[src/sv/clrs_pkg.sv]
// Shared constants, types and the byte-wide CRC step for the flash log record scanner.
package clrs_pkg;

  localparam int unsigned SLOTS_PER_PAGE = 32;

  localparam int unsigned REC_BYTES    = 64;
  localparam int unsigned CRC_AT       = 60;
  localparam int unsigned HEADER_BYTES = 12;
  localparam int unsigned PAYLOAD_MAX  = CRC_AT - HEADER_BYTES;

  localparam logic [31:0] LOG_MAGIC   = 32'h3147_4643;
  localparam logic [15:0] LOG_VERSION = 16'd1;
  localparam logic [31:0] CRC_POLY    = 32'h04C1_1DB7;
  localparam logic [31:0] CRC_INIT    = 32'hFFFF_FFFF;
  localparam logic [7:0]  ERASED_BYTE = 8'hFF;
  localparam logic [5:0]  LIMIT_RESET = 6'd48;

  localparam int unsigned OUT_TDATA_W = 80;

  typedef enum logic [1:0] {
    ST_EMPTY   = 2'd0,
    ST_INVALID = 2'd1,
    ST_BEST    = 2'd2,
    ST_OLDER   = 2'd3
  } rec_status_e;

  // CRC-32/MPEG-2 update by one byte, MSB first
  function automatic logic [31:0] crc32_byte(input logic [31:0] crc, input logic [7:0] b);
    logic [31:0] c;
    c = crc ^ {b, 24'h0};
    for (int k = 0; k < 8; k++) begin
      if (c[31]) begin
        c = (c << 1) ^ CRC_POLY;
      end else begin
        c = c << 1;
      end
    end
    return c;
  endfunction

endpackage

[src/sv/config_log_record_scanner.sv]
// Flash log record scanner: per-record status and best-record tracking over a byte stream.
// Takes one log byte per cycle on the slave stream; 64 bytes form one record slot and
// slots are counted from page 0 slot 0 (tuser high on a byte restarts the scan there).
// The CRC, header capture and all checks run combinationally on each byte between the
// accumulator registers and the output register, so the block sustains one byte per
// clock. The finished record's result appears on the master stream in the cycle after its
// 64th byte is taken; the slave side stalls only while 63 bytes of a record are in and the
// previous result is still untaken in the output register. tlast marks the result of
// the last slot of page 1. No clearing pass after reset; payload_limit may be written
// at any idle time.
module config_log_record_scanner
  import clrs_pkg::*;
#(
  parameter int unsigned SlotsPerPage = SLOTS_PER_PAGE
) (
  input  logic                   clk_i,
  input  logic                   rst_ni,
  // configuration write: payload_limit
  input  logic                   cfg_valid_i,
  output logic                   cfg_ready_o,
  input  logic [5:0]             cfg_data_i,
  // input bytes
  input  logic                   s_axis_tvalid,
  output logic                   s_axis_tready,
  input  logic [7:0]             s_axis_tdata,   // [7:0] data_byte
  input  logic                   s_axis_tuser,   // [0] scan_start
  // record results
  output logic                   m_axis_tvalid,
  input  logic                   m_axis_tready,
  // [1:0] record_status, [7:2] record_slot, [39:8] record_seq, [40] found_any,
  // [41] active_page, [46:42] best_slot_index, [78:47] next_sequence, [79] zero
  output logic [OUT_TDATA_W-1:0] m_axis_tdata,
  output logic                   m_axis_tlast    // scan_done
);

  localparam int unsigned IdxW  = (SlotsPerPage > 1) ? $clog2(SlotsPerPage) : 1;
  localparam int unsigned SlotW = $clog2(2 * SlotsPerPage);
  localparam logic [IdxW-1:0] IdxLast = IdxW'(SlotsPerPage - 1);
  localparam logic [5:0] PosLast = 6'(REC_BYTES - 1);

  // configuration
  logic [5:0] payload_limit_q;

  // record accumulators
  logic [5:0]       pos_q, pos_d;
  logic [31:0]      crc_q, crc_d;
  logic             erased_q, erased_d;
  logic [31:0]      magic_q, magic_d;
  logic [15:0]      version_q, version_d;
  logic [15:0]      length_q, length_d;
  logic [31:0]      seq_q, seq_d;
  logic [31:0]      stored_crc_q, stored_crc_d;

  // slot position
  logic [SlotW-1:0] slot_q, slot_d;
  logic [IdxW-1:0]  idx_q, idx_d;
  logic             page_q, page_d;

  // best record
  logic             found_q, found_d;
  logic [31:0]      lead_seq_q, lead_seq_d;
  logic [IdxW-1:0]  best_idx_q, best_idx_d;
  logic             best_page_q, best_page_d;

  // output register
  logic                   out_valid_q, out_valid_d;
  logic [OUT_TDATA_W-1:0] out_data_q, out_data_d;
  logic                   out_last_q, out_last_d;

  logic in_fire, rec_end;

  // cleared view of the state when a scan starts on this byte
  logic [5:0]       pos_e;
  logic [31:0]      crc_e;
  logic             erased_e;
  logic [31:0]      magic_e, seq_e, stored_crc_e;
  logic [15:0]      version_e, length_e;
  logic [SlotW-1:0] slot_e;
  logic [IdxW-1:0]  idx_e, best_idx_e;
  logic             page_e, found_e, best_page_e;
  logic [31:0]      lead_seq_e;

  logic [5:0]        limit;
  logic              hdr_ok, crc_ok, done;
  rec_status_e       status;
  logic [SlotW+5:0]  slot_ext;
  logic [IdxW+4:0]   best_idx_ext;

  assign cfg_ready_o = 1'b1;

  assign rec_end       = (pos_q == PosLast);
  assign s_axis_tready = !out_valid_q || m_axis_tready || !rec_end;
  assign in_fire       = s_axis_tvalid && s_axis_tready;

  assign limit = (payload_limit_q > 6'(PAYLOAD_MAX)) ? 6'(PAYLOAD_MAX) : payload_limit_q;

  always_comb begin
    if (s_axis_tuser) begin
      pos_e        = '0;
      crc_e        = CRC_INIT;
      erased_e     = 1'b1;
      magic_e      = '0;
      version_e    = '0;
      length_e     = '0;
      seq_e        = '0;
      stored_crc_e = '0;
      slot_e       = '0;
      idx_e        = '0;
      page_e       = 1'b0;
      found_e      = 1'b0;
      lead_seq_e   = '0;
      best_idx_e   = '0;
      best_page_e  = 1'b0;
    end else begin
      pos_e        = pos_q;
      crc_e        = crc_q;
      erased_e     = erased_q;
      magic_e      = magic_q;
      version_e    = version_q;
      length_e     = length_q;
      seq_e        = seq_q;
      stored_crc_e = stored_crc_q;
      slot_e       = slot_q;
      idx_e        = idx_q;
      page_e       = page_q;
      found_e      = found_q;
      lead_seq_e   = lead_seq_q;
      best_idx_e   = best_idx_q;
      best_page_e  = best_page_q;
    end

    // take the byte into the record fields
    erased_d     = erased_e && (s_axis_tdata == ERASED_BYTE);
    crc_d        = (pos_e < 6'(CRC_AT)) ? crc32_byte(crc_e, s_axis_tdata) : crc_e;
    magic_d      = magic_e;
    version_d    = version_e;
    length_d     = length_e;
    seq_d        = seq_e;
    stored_crc_d = stored_crc_e;
    if (pos_e < 6'd4) begin
      magic_d = {s_axis_tdata, magic_e[31:8]};
    end else if (pos_e < 6'd6) begin
      version_d = {s_axis_tdata, version_e[15:8]};
    end else if (pos_e < 6'd8) begin
      length_d = {s_axis_tdata, length_e[15:8]};
    end else if (pos_e < 6'(HEADER_BYTES)) begin
      seq_d = {s_axis_tdata, seq_e[31:8]};
    end else if (pos_e >= 6'(CRC_AT)) begin
      stored_crc_d = {s_axis_tdata, stored_crc_e[31:8]};
    end

    hdr_ok = (magic_d == LOG_MAGIC) && (version_d == LOG_VERSION) &&
             (length_d != 16'd0) && (length_d <= {10'd0, limit});
    crc_ok = (crc_d == stored_crc_d);
    done   = page_e && (idx_e == IdxLast);

    slot_d      = slot_e;
    idx_d       = idx_e;
    page_d      = page_e;
    found_d     = found_e;
    lead_seq_d  = lead_seq_e;
    best_idx_d  = best_idx_e;
    best_page_d = best_page_e;
    status      = ST_EMPTY;

    if (pos_e == PosLast) begin
      pos_d = '0;
      if (erased_d) begin
        status = ST_EMPTY;
      end else if (!hdr_ok || !crc_ok) begin
        status = ST_INVALID;
      end else if (!found_e || (seq_d > lead_seq_e)) begin
        status      = ST_BEST;
        found_d     = 1'b1;
        lead_seq_d  = seq_d;
        best_idx_d  = idx_e;
        best_page_d = page_e;
      end else begin
        status = ST_OLDER;
      end
      // advance the slot, wrap after the last slot of page 1
      if (done) begin
        slot_d = '0;
        idx_d  = '0;
        page_d = 1'b0;
      end else begin
        slot_d = slot_e + SlotW'(1);
        if (idx_e == IdxLast) begin
          idx_d  = '0;
          page_d = 1'b1;
        end else begin
          idx_d = idx_e + IdxW'(1);
        end
      end
      // start the next record
      crc_d        = CRC_INIT;
      erased_d     = 1'b1;
      magic_d      = '0;
      version_d    = '0;
      length_d     = '0;
      seq_d        = '0;
      stored_crc_d = '0;
    end else begin
      pos_d = pos_e + 6'd1;
    end
  end

  assign slot_ext     = {6'd0, slot_e};
  assign best_idx_ext = {5'd0, best_idx_d};

  always_comb begin
    out_data_d = '0;
    out_data_d[1:0]   = status;
    out_data_d[7:2]   = slot_ext[5:0];
    out_data_d[39:8]  = seq_e;
    out_data_d[40]    = found_d;
    out_data_d[41]    = found_d && best_page_d;
    out_data_d[46:42] = found_d ? best_idx_ext[4:0] : 5'd0;
    out_data_d[78:47] = found_d ? lead_seq_d + 32'd1 : 32'd1;
    out_last_d        = done;
  end

  // hold the result until the downstream transfer
  always_comb begin
    if (in_fire && (pos_e == PosLast)) begin
      out_valid_d = 1'b1;
    end else if (m_axis_tready) begin
      out_valid_d = 1'b0;
    end else begin
      out_valid_d = out_valid_q;
    end
  end

  always_ff @(posedge clk_i or negedge rst_ni) begin
    if (!rst_ni) begin
      payload_limit_q <= LIMIT_RESET;
    end else if (cfg_valid_i && cfg_ready_o) begin
      payload_limit_q <= cfg_data_i;
    end
  end

  always_ff @(posedge clk_i or negedge rst_ni) begin
    if (!rst_ni) begin
      pos_q        <= '0;
      crc_q        <= CRC_INIT;
      erased_q     <= 1'b1;
      magic_q      <= '0;
      version_q    <= '0;
      length_q     <= '0;
      seq_q        <= '0;
      stored_crc_q <= '0;
      slot_q       <= '0;
      idx_q        <= '0;
      page_q       <= 1'b0;
      found_q      <= 1'b0;
      lead_seq_q   <= '0;
      best_idx_q   <= '0;
      best_page_q  <= 1'b0;
    end else if (in_fire) begin
      pos_q        <= pos_d;
      crc_q        <= crc_d;
      erased_q     <= erased_d;
      magic_q      <= magic_d;
      version_q    <= version_d;
      length_q     <= length_d;
      seq_q        <= seq_d;
      stored_crc_q <= stored_crc_d;
      slot_q       <= slot_d;
      idx_q        <= idx_d;
      page_q       <= page_d;
      found_q      <= found_d;
      lead_seq_q   <= lead_seq_d;
      best_idx_q   <= best_idx_d;
      best_page_q  <= best_page_d;
    end
  end

  always_ff @(posedge clk_i or negedge rst_ni) begin
    if (!rst_ni) begin
      out_valid_q <= 1'b0;
    end else begin
      out_valid_q <= out_valid_d;
    end
  end

  always_ff @(posedge clk_i) begin
    if (in_fire && (pos_e == PosLast)) begin
      out_data_q <= out_data_d;
      out_last_q <= out_last_d;
    end
  end

  assign m_axis_tvalid = out_valid_q;
  assign m_axis_tdata  = out_data_q;
  assign m_axis_tlast  = out_last_q;

  // a 64th byte never overwrites a result that is still waiting
  assert property (@(posedge clk_i) disable iff (!rst_ni)
    !(in_fire && (pos_e == PosLast) && out_valid_q && !m_axis_tready))
    else $error("record result overwritten before transfer");

  // the last byte of a record yields a result in the next cycle
  assert property (@(posedge clk_i) disable iff (!rst_ni)
    (in_fire && (pos_e == PosLast)) |=> out_valid_q)
    else $error("finished record produced no result");

  // a record reported as the new best implies a found record
  assert property (@(posedge clk_i) disable iff (!rst_ni)
    (out_valid_q && (out_data_q[1:0] == ST_BEST)) |-> out_data_q[40])
    else $error("best record reported without found flag");

  // nothing found reads as page 0 and next sequence 1
  assert property (@(posedge clk_i) disable iff (!rst_ni)
    (out_valid_q && !out_data_q[40]) |-> (!out_data_q[41] && (out_data_q[78:47] == 32'd1)))
    else $error("empty best record reported with stale location");

  // the slot counters stay in step
  assert property (@(posedge clk_i) disable iff (!rst_ni)
    slot_q == (page_q ? SlotW'(SlotsPerPage) : SlotW'(0)) + SlotW'(idx_q))
    else $error("slot counter out of step with page and index");

endmodule

[config.mk]
export PLATFORM = sky130hd
export DESIGN_NAME = config_log_record_scanner
export DESIGN_NICKNAME = d
export VERILOG_FILES = /design/src/sv/clrs_pkg.sv /design/src/sv/config_log_record_scanner.sv
export SDC_FILE = /design/constraint.sdc
export NUM_CORES = 1
export LEC_CHECK = 0
export ABC_AREA = 1
export ABC_CLOCK_PERIOD_IN_PS = 6040
export BUFFER_PORTS_ARGS = -buffer_cell sky130_fd_sc_hd__buf_4
export CORE_MARGIN = 3
export CORE_UTILIZATION = 50
export CTS_CLUSTER_DIAMETER = 80
export CTS_CLUSTER_SIZE = 10
export DETAILED_ROUTE_END_ITERATION = 10
export PLACE_DENSITY = 0.7
export SLEW_MARGIN = 0
export SYNTH_ARGS = -nofsm -noshare
export SYNTH_HDL_FRONTEND = slang
export SYNTH_SLANG_ARGS = --single-unit
[constraint.sdc]
create_clock -name clk_i -period 6.04 [get_ports clk_i]
set_input_delay 1.208 -clock clk_i [delete_from_list [all_inputs] [get_ports clk_i]]
set_output_delay 1.208 -clock clk_i [all_outputs]
set_load 0.05 [all_outputs]
After elaboration in Yosys (flattened, before gate mapping):

Cells that the tools add are included.

* input bits: 20
* register bits after elaboration: 305
* output and inout port bits: 84
* word-level logic and storage cells: 149

* bitwise operators: 10
* equality and inequality tests: 7
* multiplexer cells: 76
* magnitude comparators: 9
* add/sub/neg operators: 4
* reduce and logical (&&, ||, !) cells: 21

Operators by type and width (number)
* $mux 32: 24
* $mux 27: 8
* $mux 16: 9
* $not 14->14: 8
* $mux 5: 9
* $mux 6: 6
* $add 32x1->32 const B: 1
* $eq 32x30->1 const B: 1
* $eq 32x32->1: 1
* $gt 32x32->1: 1
* $xor 32x32->32: 1
* $mux 1: 20
* $eq 16x1->1 const B: 1
* $le 16x6->1: 1
* $reduce_bool 16->1: 1
* $add 6x1->6 const B: 2
* $eq 6x6->1 const B: 2
* $lt 6x3->1 const B: 2
* $lt 6x4->1 const B: 2
* $eq 8x8->1 const B: 1
* $logic_and 1x1->1: 8
* $ge 6x6->1 const B: 1
* $gt 6x6->1 const B: 1
* $lt 6x6->1 const B: 1
* other kinds (8): 15

Depth between registers and ports, before layout:

* word-level depth: 26
* mapped depth: 45
* depth with buffers taken out: 42

Worst setup path before layout:

Ideal clock, no wire load.

* kind: input to register
* start point: in s_axis_tuser
* end point: reg idx_q[4]
* path buffers: 10
* data required time: 5.916 ns
* library setup time: 0.124 ns
* arrival time: 7.904 ns
* setup slack: -1.988 ns
* stages: 19
* cells stage by stage: buf_4 buf_4 buf_2 clkbuf_1 clkbuf_1 clkbuf_1 clkbuf_1 clkbuf_1 clkbuf_1 buf_1 nor2_1 ha_1 inv_1 nor2_1 inv_1 nor2_1 inv_1 a21oi_1 nor2_1

* cells in the longest elaborated chain, start to end: 5
* elaborated cells between the ends (all ways): 10
* classes of those cells: add/sub: 1; eq/ne: 2; mux: 6; reduce/logical: 1

RTL lines
* start, declared: line config_log_record_scanner.sv:26 `input logic s_axis_tuser,`
* $mux 5: line config_log_record_scanner.sv:98 `if (s_axis_tuser) begin`
* $add 5x1->5 / $eq 5x5->1 (equally long branches): line config_log_record_scanner.sv:192, config_log_record_scanner.sv:155, config_log_record_scanner.sv:188
* $mux 5 / $logic_and 1x1->1 (equally long branches): line config_log_record_scanner.sv:188, config_log_record_scanner.sv:155
* $mux 5: line config_log_record_scanner.sv:182 `if (done) begin`
* $mux 5 (*): line config_log_record_scanner.sv:166 `if (pos_e == PosLast) begin`
* end signal, assigned: line config_log_record_scanner.sv:269 `idx_q <= idx_d;`
* end, declared: line config_log_record_scanner.sv:56 `logic [IdxW-1:0] idx_q, idx_d;`

Mark *: on every way between the ends. The rest lies on a longest branch, timed or not.
A chain may end at the register's enable or synchronous reset.

Worst setup path after layout:

* start point: in s_axis_tuser
* end point: reg out_data_q[77] (netlist: m_axis_tdata[77]) (data pin)

* cells in the longest elaborated chain, start to end: 24
* elaborated cells between the ends (all ways): 74
* classes of those cells: add/sub: 1; order compare: 8; eq/ne: 4; mux: 42; bitwise: 9; reduce/logical: 10

RTL lines
* branches (longest 22 deep; another with $gt 32x32->1)
* $mux 32 (*): line config_log_record_scanner.sv:166
* named net lead_seq_d[1]: line config_log_record_scanner.sv:61 `logic [31:0] lead_seq_q, lead_seq_d;`
* $add 32x1->32 (*): line config_log_record_scanner.sv:219 `out_data_d[78:47] = found_d ? lead_seq_d + 32'd1 : 32'd1;`
* end signal, assigned: line config_log_record_scanner.sv:288 `out_data_q <= out_data_d;`
* end, declared: line config_log_record_scanner.sv:67 `logic [OUT_TDATA_W-1:0] out_data_q, out_data_d;`

Mark *: on every way through the listed nets, which the timed path passes.

==> results.sh <==
export IMPL_status="complete, no violations"
export IMPL_design_core_area_um2=38100
export IMPL_avgRoutedWirePerCell_um=17.6
export IMPL_ys_ff_latch=305
export IMPL_pin_count=104
export IMPL_hold_viol_final=0
export IMPL_end_kind="flop"
export IMPL_h_tree_depth=2
export IMPL_start_util_pct=51.4
export IMPL_grt_max_degree=115
export IMPL_hpwl_um=45400
export IMPL_grt_usage_pct=30.6
export IMPL_synth_compound_area_share_pct=12.6
export IMPL_detail_route_iter0_violations=1893
export IMPL_worstMarginPinSlew_ns=1.13
export IMPL_route_detailed_drc=0
export IMPL_p_int_mw=4.00
export IMPL_fin_crit_sh_pct=91.3
export IMPL_fmax_mhz=181
export IMPL_worst_path_most_repeated_cell="nand2_1"
export IMPL_cts_tree="yes"
export IMPL_postLayoutCellArea_um2=23200
export IMPL_nNetsFinal=3144
export IMPL_drv_slew=0
export IMPL_portBuffers=101
export IMPL_synth_ff_type="dfrtp_1"
export IMPL_synth_area_mux_share_pct=0.173
export IMPL_clock_sinks=305
export IMPL_dr_total_vias=19900
export IMPL_slew_headroom_pct=24.4
export IMPL_firstDrtPassIters=6
export IMPL_yosys_warnings=0
export IMPL_synthSimpleGateAreaFrac_pct=32.3
export IMPL_place_gp_congestion=0.984
export IMPL_die_w_um=204
export IMPL_setup_tns_ns=0
export IMPL_crit_fanout=64
export IMPL_fp_dieH_um=204
export IMPL_fp_dieArea_um2=41600
export IMPL_synth_xor_area_share_pct=0.358
export IMPL_critPathKind="primary input to flop"
export IMPL_synthCells=2854
export IMPL_grt_pass1_wl_um=102000
export IMPL_ant_nets=0
export IMPL_wl_um=63700
export IMPL_antenna_found_initial=0
export IMPL_fin_worst_skew_ns=0.0250
export IMPL_avgSynthCellArea_um2=6.86
export IMPL_worst_path_buf_inv=10
export IMPL_clk_pin_slew_worst_paths_ns=0.06
export IMPL_async_flop_share_pct=73.8
export IMPL_drive_gt1_share_pct=14.7
export IMPL_leakagePower_nw=11.8
export IMPL_insertion_delay_ns=0.56
export IMPL_p_seq_share_pct=39.3
export IMPL_clk_path_buf_depth=3
export IMPL_ys_types=45
export IMPL_grt_overflow=0
export IMPL_areaGrowthSynthToFinish_pct=18.8
export IMPL_peakVddDrop_v=0.000193
export IMPL_synth_fp_nets=2918
export IMPL_hold_path_class="flop to flop"
export IMPL_cp_required_ns=6.34
export IMPL_cp_slowest_cell="o21ai_0"
export IMPL_grt_pass1_vias=19100
export IMPL_arrival_ns=5.81
export IMPL_diodes=0
export IMPL_finalSetupViolCount=0
export IMPL_rows=71
export IMPL_synthesis_area_um2=19600
export IMPL_synth_fa_ha_area_share_pct=2.81
export IMPL_grt_setup_unrepaired="false"
export IMPL_routed_via_density=5.50
export IMPL_drv_cap=0
export IMPL_power_density_nw_per_um2=257
export IMPL_postCtsSetupBuffers=0
export IMPL_cp_start_kind="primary input"
export IMPL_cp_slowest_stage_delay_ns=0.40
export IMPL_synth_edf_count=80
export IMPL_fin_crit_ns=5.51
export IMPL_dpl_cell_area_um2=22200
export IMPL_switching_power_mw=1.97
export IMPL_synth_top_family_by_area="simple AND/OR/NAND/NOR gates"
export IMPL_power_frac_comb_pct=26.9
export IMPL_whs_ns=0.483
export IMPL_power_share_switching_pct=32.9
export IMPL_ys_seq_area_share_pct=41.3
export IMPL_cts_root_buf="clkbuf_16"
export IMPL_crit_family="simple AND/OR/NAND/NOR gates"
export IMPL_p_clk_share_pct=33.7
export IMPL_cts_made_buffers=36
## final timing paths
check                                   from          endpoint  slack [ns]  depth (start not counted)
worst max-delay path            s_axis_tuser  m_axis_tdata[77]        0.53                         30
worst min register to register  version_q[9]      version_q[9]        0.48                          2
worst max register to register      pos_q[3]  m_axis_tdata[77]        1.04                         28
worst min-delay path            version_q[9]      version_q[9]        0.48                          2
max in group asynchronous             rst_ni        magic_q[4]        4.12                          2
min in group asynchronous             rst_ni       best_page_q        0.75                          1
## stage by stage
step	worst slack [ns]	util (%)	instances	power (mW)
global route	0.0435	61.0	3615	6.30
CTS	0.500	61.0	3615	5.99
detailed placement	-0.0427	58.3	3553	3.96
global placement	0.0508	58.3	3553	3.93
finish	0.528	61.0	3615	5.97
floorplan	0.106	-	2854	3.33
## synthesized netlist by cell type, types with 3 or more instances
| cell | number | area share, % |
|---|---|---|
| a211oi_1 | 4 | 0.15 |
| a21oi_1 | 60 | 1.5 |
| a22oi_1 | 10 | 0.38 |
| and2_1 | 4 | 0.13 |
| buf_1 | 10 | 0.19 |
| buf_2 | 25 | 0.64 |
| buf_4 | 12 | 0.46 |
| buf_6 | 3 | 0.17 |
| clkbuf_1 | 84 | 1.6 |
| clkinv_1 | 3 | 0.058 |
| dfrtp_1 | 190 | 24 |
| dfstp_2 | 35 | 4.7 |
| edfxtp_1 | 80 | 12 |
| ha_1 | 44 | 2.8 |
| inv_1 | 370 | 7.1 |
| inv_2 | 12 | 0.23 |
| mux2_2 | 3 | 0.17 |
| nand2_1 | 889 | 17 |
| nand2_2 | 14 | 0.45 |
| nand3_1 | 190 | 4.9 |
| nand3b_1 | 15 | 0.58 |
| nand4_1 | 56 | 1.8 |
| nor2_1 | 319 | 6.1 |
| nor2_2 | 9 | 0.29 |
| nor2_4 | 7 | 0.40 |
| nor3_1 | 11 | 0.28 |
| nor4_1 | 4 | 0.13 |
| o2111ai_1 | 3 | 0.13 |
| o21ai_0 | 243 | 6.2 |
| o21ai_1 | 16 | 0.41 |
| o22ai_1 | 105 | 3.4 |
| xor2_1 | 6 | 0.27 |
## flip-flops by register name (all words and copies together) (netlist names), 5 cells and up
signal	flops
seq_q	32
magic_q	32
idx_q	5
version_q	16
pos_q	6
best_idx_q	5
crc_q	32
slot_q	6
payload_limit_q	6
stored_crc_q	32
lead_seq_q	32
length_q	16
m_axis_tdata	79
## repair_timing
| action | 4_1_cts | 5_1_grt |
|---|---|---|
| endpoints found under the hold margin | 0 | 0 |
| resized for setup | 0 | 1 |
| endpoints found under the setup margin | 0 | 5 |
| hold buffers | 0 | 0 |
## per-layer routing
metal,wire (µm),global-route usage [%]
met4,3710,16.3
met5,0,0
met1,26500,39.4
met2,29500,50.4
met3,4030,4.03
## power groups by stage
stage | clock network [mW] | registers (mW) | logic (mW)
finish | 2.01 | 2.35 | 1.61
global route | 2.14 | 2.36 | 1.80
CTS | 2.05 | 2.35 | 1.59
detailed placement | 0 | 2.38 | 1.58
global placement | 0 | 2.38 | 1.55
floorplan | 0 | 2.37 | 0.961
## cell type report
class                      instances  area (µm²)
fill                            3534       14900
multi-input combinational       2030        9490
sequential                       305        8080
timing repair buffer             322        2570
inverter                         385        1450
clock buffer                      59        1010
tap                              511         639
clock inverter                     3        22.5
## worst register-to-register path, delay by kind of cell (launching register included)
| family | cells | cell delay [ns] |
|---|---|---|
| compound gates | 2 | 0.47 |
| simple gates | 16 | 2.35 |
| fa+ha+maj | 2 | 0.45 |
| buf+inv | 8 | 1.05 |
| flops | 1 | 0.43 |
## logic make-up (layout without fill, tap and decap cells)
group                      Yosys count  after routing
xor gates and xnor gates             8              8
adders and majority gates           44             44
muxes                                3              3
AOI/OAI and AO/OA                  449            449
buffers and inverters              519            769
and+or+nand+nor                   1524           1524
DFF                                305            305
other                                2              2
## layout by cell type, fill, tap and decap left out, types with 2 or more instances in the layout
master	synthesis	layout
nand3_2	1	2
nor2_1	319	317
edfxtp_1	80	80
and2_1	4	4
clkinv_1	3	2
inv_2	12	12
nand2_1	889	887
o21a_1	2	2
conb_1	2	2
ha_1	44	44
nand2_2	14	15
nand4_1	56	56
buf_4	12	309
inv_6	0	2
clkbuf_16	0	37
or2_2	2	2
xor2_1	6	6
xnor2_1	2	2
inv_1	370	369
o22ai_1	105	105
clkbuf_1	84	22
a22oi_1	10	10
buf_12	0	11
nor4_1	4	3
a211oi_1	4	4
dfstp_2	35	35
nor2_4	7	9
a21oi_1	60	60
dfrtp_1	190	190
a22o_1	2	2
nor3_1	11	11
o21ai_1	16	15
nor2_2	9	9
o21ai_0	243	243
o2111ai_1	3	3
nand3b_1	15	15
nand3_1	190	189
mux2_2	3	3
clkinv_2	0	2
Note: power is estimated with default switching activity, not from simulation.
